$ cat src/hw/rtl/trd_pkg.sv
// ----------------------------------------------------------------------------
// trd_pkg
// Shared types and constants of the temporal recursive denoiser.
// ----------------------------------------------------------------------------
package trd_pkg;

  // Frame store geometry
  localparam int FRAME_PIXELS = 65536;
  localparam int POS_W        = $clog2(FRAME_PIXELS + 1);
  localparam int ADDR_W       = (FRAME_PIXELS > 1) ? $clog2(FRAME_PIXELS) : 1;

  // Pixel format
  localparam int NUM_COMP = 4;
  localparam int COMP_W   = 16;
  localparam int WORD_W   = NUM_COMP * COMP_W;

  // Pipeline stages between the store read and the write back
  localparam int NSTG = 4;

  // Blend weight arithmetic
  localparam int ONE_FIXED     = 65536;
  localparam int MAX_FRAMES    = 256;
  localparam int FRAMES_W      = 9;
  localparam int FRAMES_RESET  = 2;
  localparam int WEIGHT_W      = 17;
  localparam int WEIGHT_RESET  = ONE_FIXED / FRAMES_RESET;
  localparam int DIV_CNT_W     = $clog2(WEIGHT_W + 1);

  // Configuration registers
  localparam int THR_W        = 16;
  localparam int THR_RESET    = 6553;
  localparam int MASK_RESET   = 15;
  localparam int CFG_IDX_W    = 2;
  localparam int CFG_DATA_W   = 16;

  typedef enum logic [CFG_IDX_W-1:0] {
    REG_FRAMES    = 2'd0,
    REG_THRESHOLD = 2'd1,
    REG_ENABLE    = 2'd2
  } cfg_reg_e;

  typedef struct packed {
    logic              start_of_frame;
    logic              history_cleared;
    logic [COMP_W-1:0] comp_zero;
    logic [COMP_W-1:0] comp_one;
    logic [COMP_W-1:0] comp_two;
    logic [COMP_W-1:0] comp_three;
  } trd_in_t;

  typedef struct packed {
    logic [COMP_W-1:0]   out_zero;
    logic [COMP_W-1:0]   out_one;
    logic [COMP_W-1:0]   out_two;
    logic [COMP_W-1:0]   out_three;
    logic [NUM_COMP-1:0] reload_mask;
    logic                position_overflow;
  } trd_out_t;

  // What one component lane hands back at the last stage
  typedef struct packed {
    logic [COMP_W-1:0] result;
    logic [COMP_W-1:0] acc_new;
    logic              reload;
  } trd_lane_res_t;

endpackage

$ cat src/hw/rtl/trd_lane.sv
// ----------------------------------------------------------------------------
// trd_lane
// One component's blend datapath: difference, weight multiply, accumulate,
// threshold compare, over stages one to four of the pipeline.
// ----------------------------------------------------------------------------
module trd_lane import trd_pkg::*; (
  input  logic                clk,
  input  logic                adv,
  input  logic                s1_en,
  input  logic                s1_clear,
  input  logic [COMP_W-1:0]   s1_sample,
  input  logic [COMP_W-1:0]   rd_acc,
  input  logic [WEIGHT_W-1:0] weight,
  input  logic [THR_W-1:0]    threshold,
  output trd_lane_res_t       res
);

  // Stage 1: difference against the stored accumulator
  logic [COMP_W-1:0]   acc1;
  logic signed [COMP_W:0] d1;

  // Stage 2 registers and product
  logic                   en2_r;
  logic [COMP_W-1:0]      acc2_r;
  logic [COMP_W-1:0]      samp2_r;
  logic signed [COMP_W:0] d2_r;
  logic signed [WEIGHT_W+COMP_W:0] prod2;

  // Stage 3 registers and sum
  logic                     en3_r;
  logic [COMP_W-1:0]        acc3_r;
  logic [COMP_W-1:0]        samp3_r;
  logic signed [COMP_W+1:0] step3_r;
  logic signed [COMP_W+1:0] sum3;

  // Stage 4 registers and compare
  logic              en4_r;
  logic [COMP_W-1:0] acc4_r;
  logic [COMP_W-1:0] samp4_r;
  logic [COMP_W-1:0] blend4_r;
  logic [COMP_W-1:0] diff4;
  logic              over4;

  always_comb begin
    acc1 = s1_clear ? '0 : rd_acc;
    d1   = $signed({1'b0, s1_sample}) - $signed({1'b0, acc1});
  end

  // acc' = acc + floor(W * (in - acc) / 65536)
  assign prod2 = $signed({1'b0, weight}) * d2_r;
  assign sum3  = $signed({2'b00, acc3_r}) + step3_r;

  always_ff @(posedge clk) begin
    if (adv) begin
      en2_r    <= s1_en;
      acc2_r   <= acc1;
      samp2_r  <= s1_sample;
      d2_r     <= d1;
      en3_r    <= en2_r;
      acc3_r   <= acc2_r;
      samp3_r  <= samp2_r;
      step3_r  <= prod2[COMP_W+COMP_W+1:COMP_W];
      en4_r    <= en3_r;
      acc4_r   <= acc3_r;
      samp4_r  <= samp3_r;
      blend4_r <= sum3[COMP_W-1:0];
    end
  end

  always_comb begin
    diff4 = (blend4_r > samp4_r) ? (blend4_r - samp4_r) : (samp4_r - blend4_r);
    over4 = diff4 > threshold;
    res.reload = en4_r & over4;
    if (!en4_r) begin
      res.result  = samp4_r;
      res.acc_new = acc4_r;
    end else if (over4) begin
      res.result  = samp4_r;
      res.acc_new = samp4_r;
    end else begin
      res.result  = blend4_r;
      res.acc_new = blend4_r;
    end
  end

endmodule

$ cat config.mk
export PLATFORM = sky130hd
export DESIGN_NAME = trd_lane
export DESIGN_NICKNAME = d
export VERILOG_FILES = /design/src/hw/rtl/trd_pkg.sv /design/src/hw/rtl/trd_lane.sv
export SDC_FILE = /design/constraint.sdc
export NUM_CORES = 1
export LEC_CHECK = 0
export BUFFER_PORTS_ARGS = -buffer_cell sky130_fd_sc_hd__buf_2
export CAP_MARGIN = 0
export CORE_ASPECT_RATIO = 1.25
export CORE_MARGIN = 5
export CORE_UTILIZATION = 29
export CTS_CLUSTER_DIAMETER = 30
export DETAILED_ROUTE_END_ITERATION = 12
export GPL_ROUTABILITY_DRIVEN = 0
export PLACE_DENSITY = 0.4
export SLEW_MARGIN = 20
export SYNTH_ARGS = -nofsm -noshare
export SYNTH_HDL_FRONTEND = slang
export SYNTH_SLANG_ARGS = --single-unit
$ cat constraint.sdc
create_clock -name clk -period 9.2 [get_ports clk]
set_input_delay 1.84 -clock clk [delete_from_list [all_inputs] [get_ports clk]]
set_output_delay 1.84 -clock clk [all_outputs]
set_load 0.005 [all_outputs]
==> results of run 1 <==
-- final cells by class --
| class | instances | area share |
|---|---|---|
| Multi-Input combinational cell | 1199 | 0.600 |
| Sequential cell | 148 | 0.228 |
| Inverter | 343 | 0.0661 |
| Tap cell | 772 | 0.0496 |
| Timing Repair Buffer | 105 | 0.0278 |
| Clock buffer | 17 | 0.0218 |
| Clock inverter | 14 | 0.00617 |
| Antenna cell | 3 | 0.000385 |
-- cells in the mapped netlist, types with 4 or more instances --
master	instances	area share
edfxtp_1	148	0.25
or3_1	8	0.0028
a21o_1	21	0.0089
buf_4	4	0.0017
clkbuf_1	41	0.0087
mux2_2	4	0.0026
a31oi_1	9	0.0032
fa_1	227	0.26
nand2_1	149	0.032
nand3_1	16	0.0045
nor2_1	52	0.011
inv_1	342	0.073
nand4_1	6	0.0021
o31ai_1	5	0.0021
xnor2_1	44	0.022
and2_1	157	0.056
ha_1	184	0.13
nor3_1	20	0.0057
o211ai_1	9	0.0038
and3_1	10	0.0035
nor2b_1	13	0.0046
o21a_1	9	0.0038
xor2_1	13	0.0065
mux2i_1	37	0.021
o211a_1	4	0.0023
nand2b_1	30	0.011
a21oi_1	63	0.018
o21ai_0	36	0.010
o21bai_1	4	0.0017
buf_2	5	0.0014
a211oi_1	7	0.0030
o31a_1	4	0.0020
-- sequential cells by signal (all words and copies together) (netlist names) --
signal / count
samp2_r: 16
en3_r: 1
acc4_r: 16
blend4_r: 16
step3_r: 16
samp3_r: 16
en2_r: 1
samp4_r: 16
d2_r: 17
acc2_r: 16
en4_r: 1
acc3_r: 16
-- cell usage in the layout (no fill, tap or decap), types with 5 or more instances in the layout --
master,netlist,routed
clkinv_2,0,6
o21a_1,9,9
xor2_1,13,13
inv_1,342,342
clkinv_1,1,5
o211ai_1,9,9
nand4_1,6,6
a31oi_1,9,9
nand2b_1,30,30
nor2b_1,13,13
a211oi_1,7,7
ha_1,184,184
and3_1,10,10
nor2_1,52,52
nand2_1,149,149
a21oi_1,63,63
nor3_1,20,20
buf_2,5,100
a21o_1,21,21
o31ai_1,5,5
clkbuf_16,0,17
edfxtp_1,148,148
and2_1,157,157
mux2i_1,37,37
or3_1,8,8
fa_1,227,227
xnor2_1,44,44
o21ai_0,36,36
nand3_1,16,16
-- metrics by stage --
step | cells | setup WS, ps | cell area, µm² | hold slack, ps | util
3_5_place_dp | 2567 | 1600 | 18900 | 405 | 0.313
2_1_floorplan | 1742 | 2160 | 17600 | 400 | -
4_1_cts | 2598 | 1270 | 19500 | 415 | 0.322
3_3_place_gp | 2567 | 1660 | 18900 | 401 | 0.313
6_report | 2601 | 1400 | 19500 | 414 | 0.322
5_1_grt | 2600 | 989 | 19500 | 421 | 0.322
-- worst register-to-register path, stage by stage (launching register included) --
cell	delay, ps
edfxtp_1	730
clkinv_1	560
nor2_1	300
fa_1	460
fa_1	460
fa_1	530
fa_1	430
fa_1	490
inv_1	50
fa_1	470
inv_1	40
ha_1	340
a21oi_1	180
o31a_1	210
o21ai_0	120
o211a_1	230
a41o_1	250
o31ai_1	300
xnor2_1	90
-- routing by layer --
metal,vias up,global-route usage
li1,5770,-
met3,35,0.0138
met2,180,0.261
met1,5992,0.180
met5,-,0
met4,0,0.0317
-- path summary, 6_finish.rpt --
| kind | slack, ps | end | depth (start not counted) |
|---|---|---|---|
| worst min register to register | 410 | samp4_r[6]$_DFFE_PP_ | 0 |
| worst min-delay path | 410 | samp4_r[6]$_DFFE_PP_ | 0 |
| worst max-delay path | 1400 | res[18] | 18 |
| worst max register to register | 2710 | step3_r[15]$_DFFE_PP_ | 18 |
-- logic make-up after synthesis --
| logic type | share of synthesized area |
|---|---|
| adder cells (fa/ha/maj) | 0.388 |
| AND/OR/NAND/NOR | 0.140 |
| XOR/XNOR | 0.0283 |
| AO/OA/AOI/OAI | 0.0817 |
| multiplexers | 0.0244 |
| buffers and inverters | 0.0861 |
| flip-flops | 0.252 |
==> results.cfg, run 1 <==
[logic_synthesis]
syn_nets = 2222
ys.flop_type = edfxtp_1
yosys_warnings = 0
syn_inst = 1742
ys_ff_latch = 148
async_flop_share = 0
synth_cell_type_count = 73
ys_seq_area_frac = 0.252
avgSynthCellArea_um2 = 10.1
syn_area_um2 = 17600
synth_edf_count = 148

[floorplan]
chipHeight_um = 286
die_w_um = 231
num_rows = 101
core_region_area_um2 = 60500
pin_count = 102
die_area_um2 = 65900
start_util = 0.292

[drt]
wl_met3_um = 975
wl_met2_mm = 23.5
ant_nets = 0
wl_met1_mm = 20.7
drtIter0Drc = 616
drc = 0
totalWireLength_mm = 46.0
dr.pass1.iters = 5
viasPerCell = 4.60
wl_per_cell_um = 17.7
vias = 11977
routed.top_layer = met4

[worst_setup_path]
cp_data_required_time_ps = 7360
path_class = flop to primary output
end_kind = primary output
worst_setup_path_start_kind = flop
startpoint = samp4_r[10]$_DFFE_PP_
cp_cell_sequence = inv_1, ha_1, and4_1, a211oi_1, a211o_1, o2bb2ai_4, mux2_4, o21ai_0, xor2_1, ha_1, a21o_1, a2111oi_0, o21ai_0, a21oi_2, buf_4, nand2_2, mux2i_1, buf_2
worst_path_max_delay_cell = o2bb2ai_4
cp.arrival_ps = 5960
critPathTopFamily = compound AO/OA/AOI/OAI gates
reg2reg_from = d2_r[16]$_DFFE_PP_
cp_num_buf_inv = 3
cp_max_fo = 23
max_stage_delay_ps = 590

[grt]
grt_remaining_overflow = 0
grt_pass1_wl_mm = 74.1
grt_max_degree = 78
grt_pass1_vias = 13357
track_usage = 0.142
antenna_found_initial = 3

[timing]
rsz0062_at_grt = false
slew_viol_final = 0
max_freq_mhz = 128
fin_tns_setup_ps = 0
period_needed_ps = 7800
timing.slew.headroom = 0.361
finClkSkew_ps = 7.61
worst_pin_slew_ps = 959
post-route-period-util = 0.848
hold_viol = 0
setup_viol = 0

[min_path]
hp-class = flop to flop
hold_start = samp3_r[6]$_DFFE_PP_

[cells_and_area]
fin_nets = 2294
seq_area_um2 = 4440
fillCellCount = 6307
syn2layout_area_growth_pct = 10.4
multi_input_area_um2 = 11700
layout-drive-gt1-share = 0.0849

[flow_run]
cap_violations = 0

[clocking]
ctsResizeCount = 0
post-cts-setup-buffers = 0
root_buffer = clkbuf_16
clock_latency_ps = 420
clockBufferDepth = 2
numCtsBuffers = 17
cts_sinks = 148
cts_tree = built
clk_pin_slew_worst_paths_ps = 60
hold_buffers = 0
h-tree-depth = 4

[run_status]
outcome = finished clean

[placement]
io_buffer_count = 101
place_hpwl_mm = 37.2
Power of run 1 is left out: the tool's default activity adds up to more than one toggle a clock period on the data nets, which glitch-free logic cannot reach.
==> run 2, diff against run 1 <==
Clock period 9.2 ns to 7.2 ns, I/O delays scaled along.
==> run 2 against run 1 <==
Net effect:
- worst hold slack worse by 0.60 ps
- critical endpoint is now res[32]
- clock-buffer cell count is 1 higher
- cell count is 1.3% higher
- setup slack worse by 1100 ps
- die area stayed put
- critical path depth is 2 higher
==> results.cfg, run 2 (synthesis results as in run 1) <==
[floorplan]
core_region_area_um2 = 60500
die_w_um = 231
start_util = 0.292
pin_count = 102
num_rows = 101
die_area_um2 = 65900
chipHeight_um = 286

[worst_setup_path]
path_class = flop to primary output
max_stage_delay_ps = 480
worst_setup_path_start_kind = flop
critPathTopFamily = compound AO/OA/AOI/OAI gates
worst_path_max_delay_cell = ha_2
cp_cell_sequence = ha_2, and4_1, a211oi_1, a211o_1, o2bb2ai_4, buf_4, mux2_2, o2111a_1, a211o_1, ha_1, nand4_1, nor3_2, o311ai_1, a21oi_1, a21oi_2, buf_4, nand2_8, buf_12, mux2_2, buf_2
cp.arrival_ps = 5460
end_kind = primary output
cp_num_buf_inv = 4
cp_data_required_time_ps = 5760
cp_max_fo = 11

[grt]
track_usage = 0.142
antenna_found_initial = 2
grt_pass1_wl_mm = 74.0
grt_remaining_overflow = 0
grt_max_degree = 78
grt_pass1_vias = 13471

[cells_and_area]
fillCellCount = 6218
largest_register_ffs = 17
multi_input_area_um2 = 11700
finalNonFillerCells = 2636
syn2layout_area_growth_pct = 12.6
top_register = d2_r
fin_nets = 2329
layout-drive-gt1-share = 0.107
seq_area_um2 = 4440
layout_common_cells = inv_1 (342), fa_1 (226), ha_1 (181)
final_common_cell = inv_1

[timing]
timing.slew.headroom = 0.370
rsz0062_at_grt = false
post-route-period-util = 0.958
slew_viol_final = 0
max_freq_mhz = 145
period_needed_ps = 6900
finalWorstSetupSlack_ps = 302
fin_hold_ws_ps = 413
setup_viol = 0
worst_pin_slew_ps = 945
fin_tns_setup_ps = 0
hold_viol = 0
finClkSkew_ps = 10.4

[drt]
drtIter0Drc = 484
drc = 0
wl_per_cell_um = 17.5
wl_met3_mm = 1.11
vias = 12004
viasPerCell = 4.55
ant_nets = 0
routed.top_layer = met4
wl_met2_mm = 23.7
totalWireLength_mm = 46.2
dr.pass1.iters = 5
wl_met1_mm = 20.6

[clocking]
cts_sinks = 148
clockBufferDepth = 2
h-tree-depth = 4
clk_pin_slew_worst_paths_ps = 60
numCtsBuffers = 17
clock_latency_ps = 420
root_buffer = clkbuf_16
cts_tree = built

[placement]
pre_cts_slack_ps = 69.8
io_buffer_count = 101
dp_cells = 2593
place_hpwl_mm = 38.1

[flow_run]
cap_violations = 0

[run_status]
outcome = finished clean

[min_path]
hp-class = flop to flop
-- run 2: cell types whose count changed in the layout (fill, tap and decap cells not counted), sizes merged --
cell	previous run	this run
clkinv	11	7
clkbuf	17	19
inv	342	344
diode	3	2
bufinv	2	4
buf	105	139
-- run 2: worst paths after layout --
| path | from | to | slack, ps | cells after the start |
|---|---|---|---|---|
| worst max-delay path | blend4_r[12]$_DFFE_PP_ | res[32] | 300 | 20 |
| worst min-delay path | samp2_r[4]$_DFFE_PP_ | samp3_r[4]$_DFFE_PP_ | 410 | 0 |
| worst max register to register | d2_r[5]$_DFFE_PP_ | step3_r[8]$_DFFE_PP_ | 940 | 18 |
| worst min register to register | samp2_r[4]$_DFFE_PP_ | samp3_r[4]$_DFFE_PP_ | 410 | 0 |
-- run 2: repair_timing --
item / CTS / global route
hold buffers: 0 / 0
resized for setup: 4 / 9
endpoints found under the hold margin: 0 / 0
cloned: 0 / 1
pin swaps: 2 / 4
setup endpoints to repair: 31 / 24
buffers inserted: 5 / 3
-- run 2: cell type report --
| cell class | instances | share of cell area |
|---|---|---|
| Tap cell | 772 | 0.0486 |
| Sequential cell | 148 | 0.224 |
| Antenna cell | 2 | 0.000252 |
| Clock buffer | 18 | 0.0216 |
| Clock inverter | 14 | 0.00925 |
| Multi-Input combinational cell | 1199 | 0.590 |
| Timing Repair Buffer | 140 | 0.0420 |
| Inverter | 343 | 0.0648 |
-- run 2: through the flow --
| step | instance area, µm² | util |
|---|---|---|
| after detailed placement | 19100 | 0.316 |
| after global placement | 19100 | 0.316 |
| after CTS | 19800 | 0.327 |
| final | 19900 | 0.328 |
| after global routing | 19900 | 0.328 |
| after floorplan | 17600 | - |
-- run 2: metal layers --
layer | GRT usage | vias up
met5 | 0 | -
met4 | 0.0340 | 0
met3 | 0.0124 | 38
met2 | 0.260 | 175
met1 | 0.182 | 5951
li1 | - | 5840
Power of run 2 is left out for the same reason.
==> run 3, diff against run 2 <==
Settings changed: CORE_MARGIN 5 to unset.
==> run 3 against run 2 <==
Net effect:
- via count grew 0.72%
- routed wire length shrank 0.40%
- critical path depth shrank 1
- critical path type unchanged
- first-iteration DRC count grew 15%
- worst hold slack gained 2.0 ps
- utilization grew 0.16 points
- clock-buffer cell count grew 1
- die area shrank 6.2%
- non-clock buffer count shrank 9
==> results.cfg, run 3 (synthesis results as in run 1) <==
[grt]
grt_max_degree = 96
grt_remaining_overflow = 0
grt_pass1_wl_mm = 72.7
grt_pass1_vias = 13307
antenna_found_initial = 6
track_usage = 0.152

[worst_setup_path]
worst_setup_path_start_kind = flop
cp.arrival_ps = 5450
end_kind = primary output
cp_data_required_time_ps = 5760
path_class = flop to primary output
cp_max_fo = 16

[run_status]
outcome = finished clean

[timing]
setup_viol = 0
worst_pin_slew_ps = 972
timing.slew.headroom = 0.352
slew_viol_final = 0
period_needed_ps = 6890
max_freq_mhz = 145
post-route-period-util = 0.956
hold_viol = 0
fin_tns_setup_ps = 0
rsz0062_at_grt = false
finClkSkew_ps = 8.17

[floorplan]
die_w_um = 223
num_rows = 100
pin_count = 102
core_region_area_um2 = 59800
chipHeight_um = 278
die_area_um2 = 61900
start_util = 0.295

[placement]
place_hpwl_mm = 37.4
io_buffer_count = 101
placed_cell_area_um2 = 19100

[cells_and_area]
largest_register_ffs = 17
syn2layout_area_growth_pct = 11.8
stdcell_area_um2 = 19700
fillCellCount = 6127
top_register = d2_r
layout_common_cells = inv_1 (342), fa_1 (227), ha_1 (183)
fin_nets = 2320
layout-drive-gt1-share = 0.0988
final_common_cell = inv_1

[clocking]
cts_tree = built
numCtsBuffers = 17
hold_buffers = 0
clockBufferDepth = 2
h-tree-depth = 4
cts_sinks = 148
root_buffer = clkbuf_16
clk_pin_slew_worst_paths_ps = 60
clock_latency_ps = 430

[drt]
wl_per_cell_um = 17.6
drtIter0Drc = 557
wl_met3_mm = 1.06
vias = 12090
totalWireLength_mm = 46.0
viasPerCell = 4.62
wl_met2_mm = 23.1
ant_nets = 0
drc = 0
dr.pass1.iters = 5
wl_met1_mm = 20.8
routed.top_layer = met5

[flow_run]
cap_violations = 0

[min_path]
hp-class = flop to flop
run 3: path summary, 6_finish.rpt:
path / to / slack [ps] / cells after the start / from
setup / recovery: res[32] / 310 / 19 / samp4_r[11]$_DFFE_PP_
hold / removal: samp3_r[2]$_DFFE_PP_ / 420 / 0 / samp2_r[2]$_DFFE_PP_
setup reg to reg: step3_r[8]$_DFFE_PP_ / 860 / 17 / d2_r[2]$_DFFE_PP_
hold reg to reg: samp3_r[2]$_DFFE_PP_ / 420 / 0 / samp2_r[2]$_DFFE_PP_
run 3: area by class of cell:
| type | count | area, µm² | share of cell area |
|---|---|---|---|
| inverters | 343 | 1290 | 0.0652 |
| clock buffers | 19 | 433 | 0.0219 |
| multi-input cells | 1199 | 11700 | 0.592 |
| flip-flops and latches | 148 | 4440 | 0.225 |
| diodes | 2 | 5.00 | 0.000254 |
| repair buffers | 131 | 753 | 0.0382 |
| well taps | 765 | 957 | 0.0485 |
| clock inverters | 12 | 163 | 0.00824 |
run 3: critical path: stages (launching register included):
cell and delay [ps]:
edfxtp_1 370, inv_1 70, ha_1 520, and4_1 310
a211oi_1 90, a211o_1 390, o2bb2ai_4 370, mux2_4 350
o2111a_1 240, a211o_1 300, ha_1 300, nand4_1 130
nor3_1 280, o311ai_0 190, a21oi_1 230, a21oi_2 100
nand2_2 100, buf_12 170, mux2_2 360, buf_2 130
run 3: repair_timing:
item                                    in CTS  in global routing
resized for setup                            0                  5
endpoints found under the setup margin       0                 24
buffers inserted                             0                  3
run 3: per-layer routing:
layer / vias to the layer above / GRT usage
li1: 5809 / -
met1: 6036 / 0.190
met2: 186 / 0.275
met3: 57 / 0.0149
met4: 2 / 0.0474
met5: - / 0
run 3: stage by stage:
stage,util,instances,worst slack (ps),hold slack (ps)
finish,0.330,2619,314,415
CTS,0.329,2614,15.9,415
detailed placement,0.319,2583,57.8,405
floorplan,-,1742,563,400
global route,0.330,2618,0.996,419
global placement,0.319,2583,136,402
Power of run 3 is left out for the same reason.
