File: src/hw/rtl/trd_pkg.sv
// ----------------------------------------------------------------------------
// trd_pkg
// Shared types and constants of the temporal recursive denoiser.
// ----------------------------------------------------------------------------
package trd_pkg;

  // Frame store geometry
  localparam int FRAME_PIXELS = 65536;
  localparam int POS_W        = $clog2(FRAME_PIXELS + 1);
  localparam int ADDR_W       = (FRAME_PIXELS > 1) ? $clog2(FRAME_PIXELS) : 1;

  // Pixel format
  localparam int NUM_COMP = 4;
  localparam int COMP_W   = 16;
  localparam int WORD_W   = NUM_COMP * COMP_W;

  // Pipeline stages between the store read and the write back
  localparam int NSTG = 4;

  // Blend weight arithmetic
  localparam int ONE_FIXED     = 65536;
  localparam int MAX_FRAMES    = 256;
  localparam int FRAMES_W      = 9;
  localparam int FRAMES_RESET  = 2;
  localparam int WEIGHT_W      = 17;
  localparam int WEIGHT_RESET  = ONE_FIXED / FRAMES_RESET;
  localparam int DIV_CNT_W     = $clog2(WEIGHT_W + 1);

  // Configuration registers
  localparam int THR_W        = 16;
  localparam int THR_RESET    = 6553;
  localparam int MASK_RESET   = 15;
  localparam int CFG_IDX_W    = 2;
  localparam int CFG_DATA_W   = 16;

  typedef enum logic [CFG_IDX_W-1:0] {
    REG_FRAMES    = 2'd0,
    REG_THRESHOLD = 2'd1,
    REG_ENABLE    = 2'd2
  } cfg_reg_e;

  typedef struct packed {
    logic              start_of_frame;
    logic              history_cleared;
    logic [COMP_W-1:0] comp_zero;
    logic [COMP_W-1:0] comp_one;
    logic [COMP_W-1:0] comp_two;
    logic [COMP_W-1:0] comp_three;
  } trd_in_t;

  typedef struct packed {
    logic [COMP_W-1:0]   out_zero;
    logic [COMP_W-1:0]   out_one;
    logic [COMP_W-1:0]   out_two;
    logic [COMP_W-1:0]   out_three;
    logic [NUM_COMP-1:0] reload_mask;
    logic                position_overflow;
  } trd_out_t;

  // What one component lane hands back at the last stage
  typedef struct packed {
    logic [COMP_W-1:0] result;
    logic [COMP_W-1:0] acc_new;
    logic              reload;
  } trd_lane_res_t;

endpackage

File: src/hw/rtl/trd_wdiv.sv
// ----------------------------------------------------------------------------
// trd_wdiv
// Blend weight register: restoring divide of 65536 by the averaging length,
// one quotient bit per cycle after each write of the length.
// ----------------------------------------------------------------------------
module trd_wdiv import trd_pkg::*; (
  input  logic                clk,
  input  logic                rst_n,
  input  logic                start,
  input  logic [FRAMES_W-1:0] frames,
  output logic                busy,
  output logic [WEIGHT_W-1:0] weight
);

  logic                busy_r;
  logic [DIV_CNT_W-1:0] cnt_r;
  logic [FRAMES_W-1:0] div_r;
  logic [FRAMES_W-1:0] rem_r;
  logic [WEIGHT_W-1:0] quo_r;
  logic [WEIGHT_W-1:0] weight_r;

  logic [FRAMES_W-1:0] div_eff;
  logic [FRAMES_W:0]   rem_sh;
  logic                ge;
  logic [FRAMES_W-1:0] rem_nxt;
  logic [WEIGHT_W-1:0] quo_nxt;

  // Out-of-range length acts as the maximum
  always_comb begin
    if (frames == '0 || frames > FRAMES_W'(MAX_FRAMES)) begin
      div_eff = FRAMES_W'(MAX_FRAMES);
    end else begin
      div_eff = frames;
    end
  end

  always_comb begin
    rem_sh  = {rem_r, quo_r[WEIGHT_W-1]};
    ge      = rem_sh >= {1'b0, div_r};
    rem_nxt = ge ? FRAMES_W'(rem_sh - {1'b0, div_r}) : rem_sh[FRAMES_W-1:0];
    quo_nxt = {quo_r[WEIGHT_W-2:0], ge};
  end

  always_ff @(posedge clk) begin
    if (!rst_n) begin
      busy_r   <= 1'b0;
      cnt_r    <= '0;
      weight_r <= WEIGHT_W'(WEIGHT_RESET);
    end else if (start) begin
      busy_r <= 1'b1;
      cnt_r  <= DIV_CNT_W'(WEIGHT_W);
    end else if (busy_r) begin
      cnt_r <= cnt_r - 1'b1;
      if (cnt_r == DIV_CNT_W'(1)) begin
        busy_r   <= 1'b0;
        weight_r <= quo_nxt;
      end
    end
  end

  // Datapath of the divider
  always_ff @(posedge clk) begin
    if (start) begin
      div_r <= div_eff;
      rem_r <= '0;
      quo_r <= WEIGHT_W'(ONE_FIXED);
    end else if (busy_r) begin
      rem_r <= rem_nxt;
      quo_r <= quo_nxt;
    end
  end

  assign busy   = busy_r;
  assign weight = weight_r;

endmodule

File: config.mk
export PLATFORM = sky130hd
export DESIGN_NAME = trd_wdiv
export DESIGN_NICKNAME = d
export VERILOG_FILES = /design/src/hw/rtl/trd_pkg.sv /design/src/hw/rtl/trd_wdiv.sv
export SDC_FILE = /design/constraint.sdc
export NUM_CORES = 1
export LEC_CHECK = 0
export ABC_AREA = 1
export BUFFER_PORTS_ARGS = -buffer_cell sky130_fd_sc_hd__clkbuf_2
export CAP_MARGIN = 10
export CORE_MARGIN = 10
export CORE_UTILIZATION = 45
export CTS_BUF_LIST = sky130_fd_sc_hd__clkbuf_8
export CTS_CLUSTER_DIAMETER = 120
export DETAILED_ROUTE_END_ITERATION = 16
export GPL_TIMING_DRIVEN = 1
export PLACE_DENSITY_LB_ADDON = 0.2
export SLEW_MARGIN = 20
export SYNTH_ARGS = -nofsm -noshare
export SYNTH_HDL_FRONTEND = slang
export SYNTH_SLANG_ARGS = --single-unit
File: constraint.sdc
create_clock -name clk -period 2.4 [get_ports clk]
set_input_delay 0 -clock clk [delete_from_list [all_inputs] [get_ports clk]]
set_output_delay 0 -clock clk [all_outputs]
set_load 0.01 [all_outputs]
==> run summary, run 1 <==
status: finished clean
H-tree Lvls: 3
Req. time, crit path: 2.61 ns
die width: 99.11 um
number of flops mapped to enable cells by yosys: 9
NumNets Final: 411
Final Critical Period: 1.955 ns
clk_lat worst skew: 0.33 ns
Leak: 0.001532 uW
DRC viols: 0
final setup fails: 0
P per Cell Area: 643.1 nW/um^2
Startpoint Class: flip-flop
port bufs: 29
RSZ-0062 raised after global routing: false
maximum vdd drop: 0.3819 mV
Die Footprint: 9823 sq um
GPL Wtd Cong: 0.8449
Filler cells: 568
TNS Setup: 0 ns
Clock Tree Root: clkbuf_8
Async S/R FF share, synth: 0%
Crit Path Class: flip-flop to flip-flop
Clock Path Buffers: 2
Hold Vio Cnt, Final: 0
vias in the first global route: 2118
fin. max-slew vios: 0
FF+latch count, synth: 58
I/O pin total: 30
CP Max Fanout: 17
post-CTS resize count: 0
Layout Utilization: 54.45%
Worst-path clk slew: 0.07 ns
vias per cell: 4.854
cells on worst reg2reg path: 4
Yosys cell types: 39
via count: 2267
ANT nets after route: 0
RR Startpoint: busy$_SDFF_PN0_
ANT cells: 0
maximum clock frequency: 511.5 MHz
TritonCTS Sinks: 58
detailed placement HPWL: 4.174 mm
detailed-router iteration count before antenna repair: 4
commonest cells after routing, fill and taps aside: 62 x inv_1, 62 x nand2_1, 49 x dfxtp_1
CTS tree: yes
Tcrit/Tclk final: 81.47%
Core Area: 5991 sq um
area of the mapped netlist: 2816 sq um
Worst-Margin Slew: 0.7930 ns
post-synthesis sequential area ratio: 44.42%
share of cells above drive strength 1: 19.39%
initial antenna violation count: 0
starting density of the core: 47.01%
Worst R2R End: cnt_r[0]$_SDFFE_PN0P_
Synth Instances: 345
max-cap violation count: 0
total track usage: 11.78%
Avg WL per Cell: 12.20 um
syn_nets: 369
die height: 99.11 um
global-route wire length before repair: 9.687 mm
postcts setup bufs: 0
initial drt markers: 95
Slew headroom: 46.93%
CP arrival: 2.17 ns
Area Growth Syn to Fin: 15.82%
largest net degree at the start of global routing: 31
R2R setup slack: 0.44 ns
Hold WC Path Type: input pin to flip-flop
CTS buffer count: 9
Rows: 28
grt total ovfl: 0
Avg Cell Area, Syn: 8.164 sq um
Syn. warnings: 0
Setup Skew: 0.009146 ns
CP endpoint kind: flip-flop
CP Launch Point: busy$_SDFF_PN0_
final wirelength: 5.699 mm
most common flop cell mapped by yosys: dfxtp_1
Critical path destination: cnt_r[0]$_SDFFE_PN0P_
-- synth_stat cells (3+ instances only) --
cell,n,area (sq um)
a211oi_2,3,37.54
ha_1,11,137.6
nor2_1,38,142.6
a21oi_1,5,25.02
nand3_1,14,70.07
nor2_4,3,33.78
inv_1,62,232.7
inv_2,3,11.26
nand2_2,10,62.56
nand3_2,4,40.04
o22ai_1,14,87.58
edfxtp_1,9,270.3
nand3b_1,7,52.55
xnor2_1,3,26.28
nand4_1,7,43.79
dfxtp_1,49,980.9
o21ai_0,4,20.02
a211oi_1,12,90.09
nand2_1,62,232.7
-- sequential cells by signal, indices dropped and copies added, names as in the netlist --
signal / count
busy: 1
rem_r: 9
weight: 17
div_r: 9
cnt_r: 5
quo_r: 17
-- area by class of cell --
cell class	instances	area, sq um	area share, %
flip-flops and latches	58	1251	38.36
multi-input cells	212	1234	37.82
repair buffers	41	260.3	7.979
inverters	65	244.0	7.480
clock buffers	10	137.6	4.219
well taps	75	93.84	2.877
clock inverters	6	41.29	1.266
-- how the worst min path moves through the flow --
stage | cells past startpoint | from | slack, ns | to
floorplan | 1 | rst_n | 0.1 | weight[15]$_SDFFE_PN1P_
global placement | 2 | rst_n | 0.26 | weight[15]$_SDFFE_PN1P_
detailed placement | 2 | rst_n | 0.27 | weight[15]$_SDFFE_PN1P_
CTS | 2 | start | 0.16 | div_r[1]$_SDFFCE_PP0P_
global route | 2 | start | 0.15 | div_r[1]$_SDFFCE_PP0P_
finish | 2 | start | 0.17 | div_r[0]$_SDFFCE_PP0P_
-- power by group --
group	switching [uW]	total [uW]	internal [uW]
combinational	163	264	101
sequential	21.3	1040	1020
clock	389	791	402
total	573	2100	1520
-- metal layers --
metal / GRT usage, % / part of all wire [%] / vias up
li1: - / - / 1201
met1: 15.01 / 49 / 1019
met2: 17.89 / 45 / 41
met3: 3.945 / 4.9 / 6
met4: 4.631 / 0.75 / 0
met5: 0 / 0 / -
-- critical path, cell delays in order (launching register included) --
cell,delay (ns)
dfxtp_1,0.41
nor2_1,0.66
inv_1,0.45
o21ai_0,0.27
a21oi_1,0.05
-- cells by family (layout without fill, tap and decap cells) --
logic type,count (synthesis),in the layout,synth area share (%)
AO/OA/AOI/OAI,43,43,10.40
XOR/XNOR,4,4,1.244
adder cells (fa/ha/maj),12,12,5.597
buffers and inverters,75,122,11.77
flip-flops,58,58,44.42
AND/OR/NAND/NOR,153,153,26.57
-- per-stage QoR --
stage | hold slack, ns | instances | cell area (sq um) | power, uW | setup WS [ns]
global placement | 0.2578 | 441 | 2983 | 1315 | 0.4612
floorplan | 0.09864 | 345 | 2816 | 1258 | 0.6880
detailed placement | 0.2728 | 441 | 2983 | 1317 | 0.4594
finish | 0.1668 | 467 | 3262 | 2098 | 0.4448
CTS | 0.1567 | 467 | 3262 | 2128 | 0.4434
global route | 0.1508 | 467 | 3262 | 2204 | 0.2387
-- repair_timing --
action	CTS	global route
endpoints found under the hold margin	13	0
hold buffers	10	0
setup endpoints to repair	0	0
(Power assumes the default switching activity.)
==> run 2, diff against run 1 <==
==> constraint.sdc (replaced) <==
create_clock -name clk -period 1.65 [get_ports clk]
set_input_delay 0 -clock clk [delete_from_list [all_inputs] [get_ports clk]]
set_output_delay 0 -clock clk [all_outputs]
set_load 0.01 [all_outputs]
==> run 2 against run 1 <==
Effect of this change:
- the flow now finishes with violations (negative setup slack)
- first-iteration DRC count grew 5.3%
- clock power grew 87%
- routed wire length rose by 9.0%
- total power rose by 65%
- worst hold slack got worse by 0.15 ns
- count of clock-buffer cells in the layout shrank 1
- worst setup slack got worse by 0.53 ns
- critical path type unchanged
- sequential power is 46% higher
==> run summary, run 2 (synthesis gave the netlist of run 1 again) <==
CP cell instances: ha_4 -> inv_4 -> fa_2 -> nand2_2 -> nand3_2 -> nand2_4 -> buf_6 -> nand3b_1 -> nand3_2 -> nand2_1
cells on worst reg2reg path: 10
status: complete, but fails checks
Placed Area: 3118 sq um
final setup margin: -0.08926 ns
Setup Skew: 0.01000 ns
share of cells above drive strength 1: 27.01%
Startpoint Class: flip-flop
Worst Path Buf+Inv: 2
RR Startpoint: div_r[0]$_SDFFCE_PP0P_
hold endpoint: div_r[7]$_SDFFCE_PP0P_
vias per cell: 4.786
critical path's slowest cell: fa_2
max-cap violation count: 0
Crit path max-delay family: adder cells
starting density of the core: 47.01%
failing checks: negative setup slack
grt total ovfl: 0
Slew headroom: 64.02%
Area Growth Syn to Fin: 26.25%
Worst R2R End: rem_r[5]$_SDFFE_PP0P_
ANT cells: 0
ANT nets after route: 0
clk_lat worst skew: 0.34 ns
via count: 2326
Crit path top cell by count: nand3_2
die height: 99.11 um
maximum vdd drop: 0.6365 mV
initial antenna violation count: 0
final setup fails: 10
I/O pin total: 30
Leak: 0.001662 uW
R2R setup slack: -0.09 ns
Cells after DPL: 457
CP endpoint kind: flip-flop
maximum clock frequency: 575.0 MHz
final wirelength: 6.214 mm
NumNets Final: 430
largest net degree at the start of global routing: 20
WHS: 0.01640 ns
Worst-path clk slew: 0.07 ns
GPL Wtd Cong: 0.7730
Clock Tree Root: clkbuf_8
Crit Path Class: flip-flop to flip-flop
CTS tree: yes
Die Footprint: 9823 sq um
Finished Cell Area: 3556 sq um
fin. max-slew vios: 0
Hold WC Path Type: input pin to flip-flop
CP Launch Point: div_r[0]$_SDFFCE_PP0P_
Max stage delay on crit path: 0.41 ns
Clock Path Buffers: 2
total track usage: 12.90%
global-route wire length before repair: 10.45 mm
vias in the first global route: 2252
Sw Share: 26.47%
Switch Pwr: 916.6 uW
Final Critical Period: 1.739 ns
commonest non-fill, non-tap cell in the layout: nand2_1
Non-Filler Instances: 486
Comb pwr share: 13.4%
detailed placement HPWL: 4.461 mm
Core Area: 5991 sq um
Clock power frac: 42.7%
TritonCTS Sinks: 58
commonest cells after routing, fill and taps aside: 60 x nand2_1, 58 x inv_1, 48 x dfxtp_1
Worst-Margin Slew: 0.5379 ns
H-tree Lvls: 3
CP arrival: 1.97 ns
CP Max Fanout: 4
RSZ-0062 raised after global routing: true
DRC viols: 0
detailed-router iteration count before antenna repair: 4
Avg WL per Cell: 12.79 um
Tcrit/Tclk final: 105.4%
port bufs: 29
Req. time, crit path: 1.88 ns
die width: 99.11 um
total power: 3463 uW
Flop pwr share: 43.8%
min-delay src: frames[7]
Hold Vio Cnt, Final: 0
post-placement setup slack: -0.03658 ns
hold depth: 3
CTS buffer count: 9
initial drt markers: 100
P per Cell Area: 973.8 nW/um^2
Rows: 28
internal power: 2546 uW
[run 2: cell count changes in the layout (fill, tap and decap cells not counted), sizes merged]
cell	previous run	this run
inv	66	67
clkinv	4	2
bufinv	0	2
buf	2	22
clkbuf	39	38
dlygate4sd3	10	8
nand2	74	75
[run 2: area by class of cell]
class | instances | area, sq um
Clock buffer | 9 | 123.9
Clock inverter | 7 | 100.1
Fill cell | 516 | 2435
Inverter | 65 | 246.5
Multi-Input combinational cell | 213 | 1313
Sequential cell | 58 | 1252
Tap cell | 75 | 93.84
Timing Repair Buffer | 59 | 426.7
[run 2: tightest hold or removal path: stages]
cell      delay [ns]
clkbuf_2        0.07
inv_1           0.04
nor2_1          0.11
[run 2: how the worst max path moves through the flow]
stage | to | slack (ns) | cells past startpoint
after floorplan | weight[0]$_SDFFE_PN0P_ | 0.0007 | 11
after global placement | rem_r[7]$_SDFFE_PP0P_ | 0.03 | 12
after detailed placement | rem_r[7]$_SDFFE_PP0P_ | -0.04 | 11
after CTS | rem_r[5]$_SDFFE_PP0P_ | -0.01 | 11
after global routing | rem_r[6]$_SDFFE_PP0P_ | -0.16 | 10
final | rem_r[5]$_SDFFE_PP0P_ | -0.09 | 10
[run 2: through the flow]
step                utilization [%]  setup TNS [ns]
finish                        59.36         -0.5944
floorplan                         -               0
global route                  59.36          -1.368
CTS                           58.06        -0.04881
detailed placement            52.05         -0.1453
global placement              52.05               0
[run 2: per-layer routing]
metal,vias up,routed length (um),global-route usage [%]
met5,-,0,0
met4,0,31,5.292
met3,2,316,3.737
met2,51,2914,19.94
met1,1038,2952,16.39
li1,1235,-,-
[run 2: timing repair]
action / CTS / global route
gates resized for setup: 9 / 11
buffers inserted: 2 / 2
cloned: 0 / 1
endpoints found under the setup margin: 10 / 11
hold buffers: 8 / 0
hold endpoints to repair: 11 / 0
pin swaps: 3 / 16
[run 2: power by group through the flow]
| stage | clock (uW) | sequential [uW] | combinational (uW) |
|---|---|---|---|
| after floorplan | 0 | 1550 | 285 |
| after global placement | 0 | 1540 | 402 |
| after detailed placement | 0 | 1550 | 407 |
| after CTS | 1510 | 1510 | 441 |
| after global routing | 1580 | 1520 | 519 |
| final | 1480 | 1520 | 465 |
==> run 3, diff against run 2 <==
--- a/config.mk
+++ b/config.mk
@@ -15,6 +15,7 @@
 export DETAILED_ROUTE_END_ITERATION = 16
 export GPL_TIMING_DRIVEN = 1
 export PLACE_DENSITY_LB_ADDON = 0.2
+export SETUP_SLACK_MARGIN = 0.4
 export SLEW_MARGIN = 20
 export SYNTH_ARGS = -nofsm -noshare
 export SYNTH_HDL_FRONTEND = slang
==> run 3 against run 2 <==
Effect of this change:
- the flow now finishes without violations
- worst hold slack improved by 0.011 ns
- clock skew decreased by 0.0028 ns
- die area unchanged
- highest routed layer unchanged
- sequential power is essentially flat
- critical path depth grew 1
- utilization is 7.9 points higher
- register-to-register slack better by 0.10 ns
- global-route usage is 1.1 points higher
- largest power group unchanged
- largest cell class unchanged
- sequential cell count is the same
==> run summary, run 3 (synthesis gave the netlist of run 1 again) <==
status: finished clean
cells on worst reg2reg path: 11
largest net degree at the start of global routing: 16
H-tree Lvls: 3
TritonCTS Sinks: 58
global-route wire length before repair: 11.32 mm
CP endpoint kind: flip-flop
ANT cells: 0
Leak: 0.001759 uW
commonest cells after routing, fill and taps aside: 56 x inv_1, 56 x nand2_1, 43 x dfxtp_1
max-cap violation count: 0
GPL Wtd Cong: 0.8768
fin. max-slew vios: 0
DRC viols: 0
detailed-router iteration count before antenna repair: 4
I/O pin total: 30
initial drt markers: 132
Worst R2R End: rem_r[1]$_SDFFE_PP0P_
final setup fails: 0
Startpoint Class: flip-flop
port bufs: 29
P per Cell Area: 831.3 nW/um^2
Clock Tree Root: clkbuf_8
vias per cell: 5.074
die height: 99.11 um
CP Max Fanout: 7
Clock Path Buffers: 2
vias in the first global route: 2398
Crit Path Class: flip-flop to flip-flop
Die Footprint: 9823 sq um
hold endpoint: div_r[2]$_SDFFCE_PP0P_
Worst-Margin Slew: 0.3488 ns
maximum clock frequency: 611.0 MHz
initial antenna violation count: 0
RSZ-0062 raised after global routing: true
sequential cell area: 1264 sq um
R2R setup slack: 0.01 ns
CTS tree: yes
Avg WL per Cell: 14.91 um
starting density of the core: 47.01%
Area Growth Syn to Fin: 42.96%
Hold WC Path Type: input pin to flip-flop
Hold Vio Cnt, Final: 0
ANT nets after route: 0
Rows: 28
RR Startpoint: div_r[0]$_SDFFCE_PP0P_
final wirelength: 7.424 mm
maximum vdd drop: 0.7400 mV
NumNets Final: 442
Final Critical Period: 1.637 ns
Setup Skew: 0.007157 ns
Worst-path clk slew: 0.07 ns
multi-input logic area: 1614 sq um
TNS Setup: 0 ns
CTS buffer count: 9
Tcrit/Tclk final: 99.20%
total track usage: 13.99%
hold depth: 3
share of cells above drive strength 1: 41.84%
CP arrival: 1.92 ns
Req. time, crit path: 1.94 ns
min-delay src: frames[2]
Finished Cell Area: 4026 sq um
Core Area: 5991 sq um
Slew headroom: 76.73%
CP Launch Point: div_r[0]$_SDFFCE_PP0P_
grt total ovfl: 0
Filler cells: 446
Placed Area: 3167 sq um
die width: 99.11 um
total power: 3347 uW
clk_lat worst skew: 0.34 ns
Layout Utilization: 67.21%
detailed placement HPWL: 4.650 mm
via count: 2527
run 3: cell types whose count changed in the layout (fill, tap and decap cells not counted), moves of 6 or more:
cell      previous run  this run
o22ai_2              0         9
o22ai_1             14         2
nor2_4               3        10
nor2_1              38        29
buf_4               17        23
a211oi_1            12         1
a211oi_2             3        14
run 3: area by class of cell:
type / instances / share of cell area, %
Multi-Input combinational cell: 212 / 40.09
Clock buffer: 12 / 4.102
Tap cell: 75 / 2.331
Clock inverter: 4 / 0.5904
Timing Repair Buffer: 72 / 15.16
Sequential cell: 58 / 31.39
Inverter: 65 / 6.339
run 3: per-layer routing:
metal / share of wire (%) / GRT usage [%] / wire length [um] / up-vias
met1: 41 / 15.97 / 3056 / 1207
met2: 53 / 23.00 / 3908 / 42
met3: 4.0 / 4.844 / 299 / 14
li1: - / - / - / 1264
met4: 2.2 / 6.395 / 160 / 0
met5: 0 / 0 / 0 / -
run 3: repair_timing:
action / 4_1_cts / 5_1_grt
resized for setup: 29 / 58
setup endpoints to repair: 41 / 44
gates cloned: 1 / 1
pin swaps: 6 / 8
hold endpoints to repair: 11 / 0
setup buffers: 10 / 7
hold buffers: 8 / 0
run 3: worst max-delay path, stage by stage, from the launching register on:
cell	delay (ns)
edfxtp_1	0.38
ha_4	0.14
inv_2	0.03
fa_2	0.36
nand2_2	0.10
nand3_2	0.09
nand2_4	0.09
nand2_4	0.07
buf_12	0.14
nand2_2	0.06
nand3_2	0.06
nand2_2	0.06
run 3: per-stage QoR:
step / hold WS (ns) / std cells / setup WS (ns)
global placement: 0.2783 / 455 / -0.02205
floorplan: 0.09864 / 345 / 0.03137
CTS: 0.01603 / 490 / 0.009613
global route: 0.02957 / 498 / -0.09623
finish: 0.02739 / 498 / 0.01323
detailed placement: 0.2783 / 455 / -0.04511
run 3: how the worst max path moves through the flow:
stage / depth (start not counted) / slack [ns] / endpoint
final: 11 / 0.01 / rem_r[1]$_SDFFE_PP0P_
after global routing: 10 / -0.1 / rem_r[4]$_SDFFE_PP0P_
after CTS: 11 / 0.01 / rem_r[1]$_SDFFE_PP0P_
after detailed placement: 12 / -0.05 / rem_r[4]$_SDFFE_PP0P_
after global placement: 11 / -0.02 / rem_r[2]$_SDFFE_PP0P_
after floorplan: 10 / 0.03 / weight[0]$_SDFFE_PN0P_
run 3: where the power goes:
part | internal (uW) | switching [uW]
sequential | 1490 | 40.7
combinational | 263 | 319
clock | 663 | 574
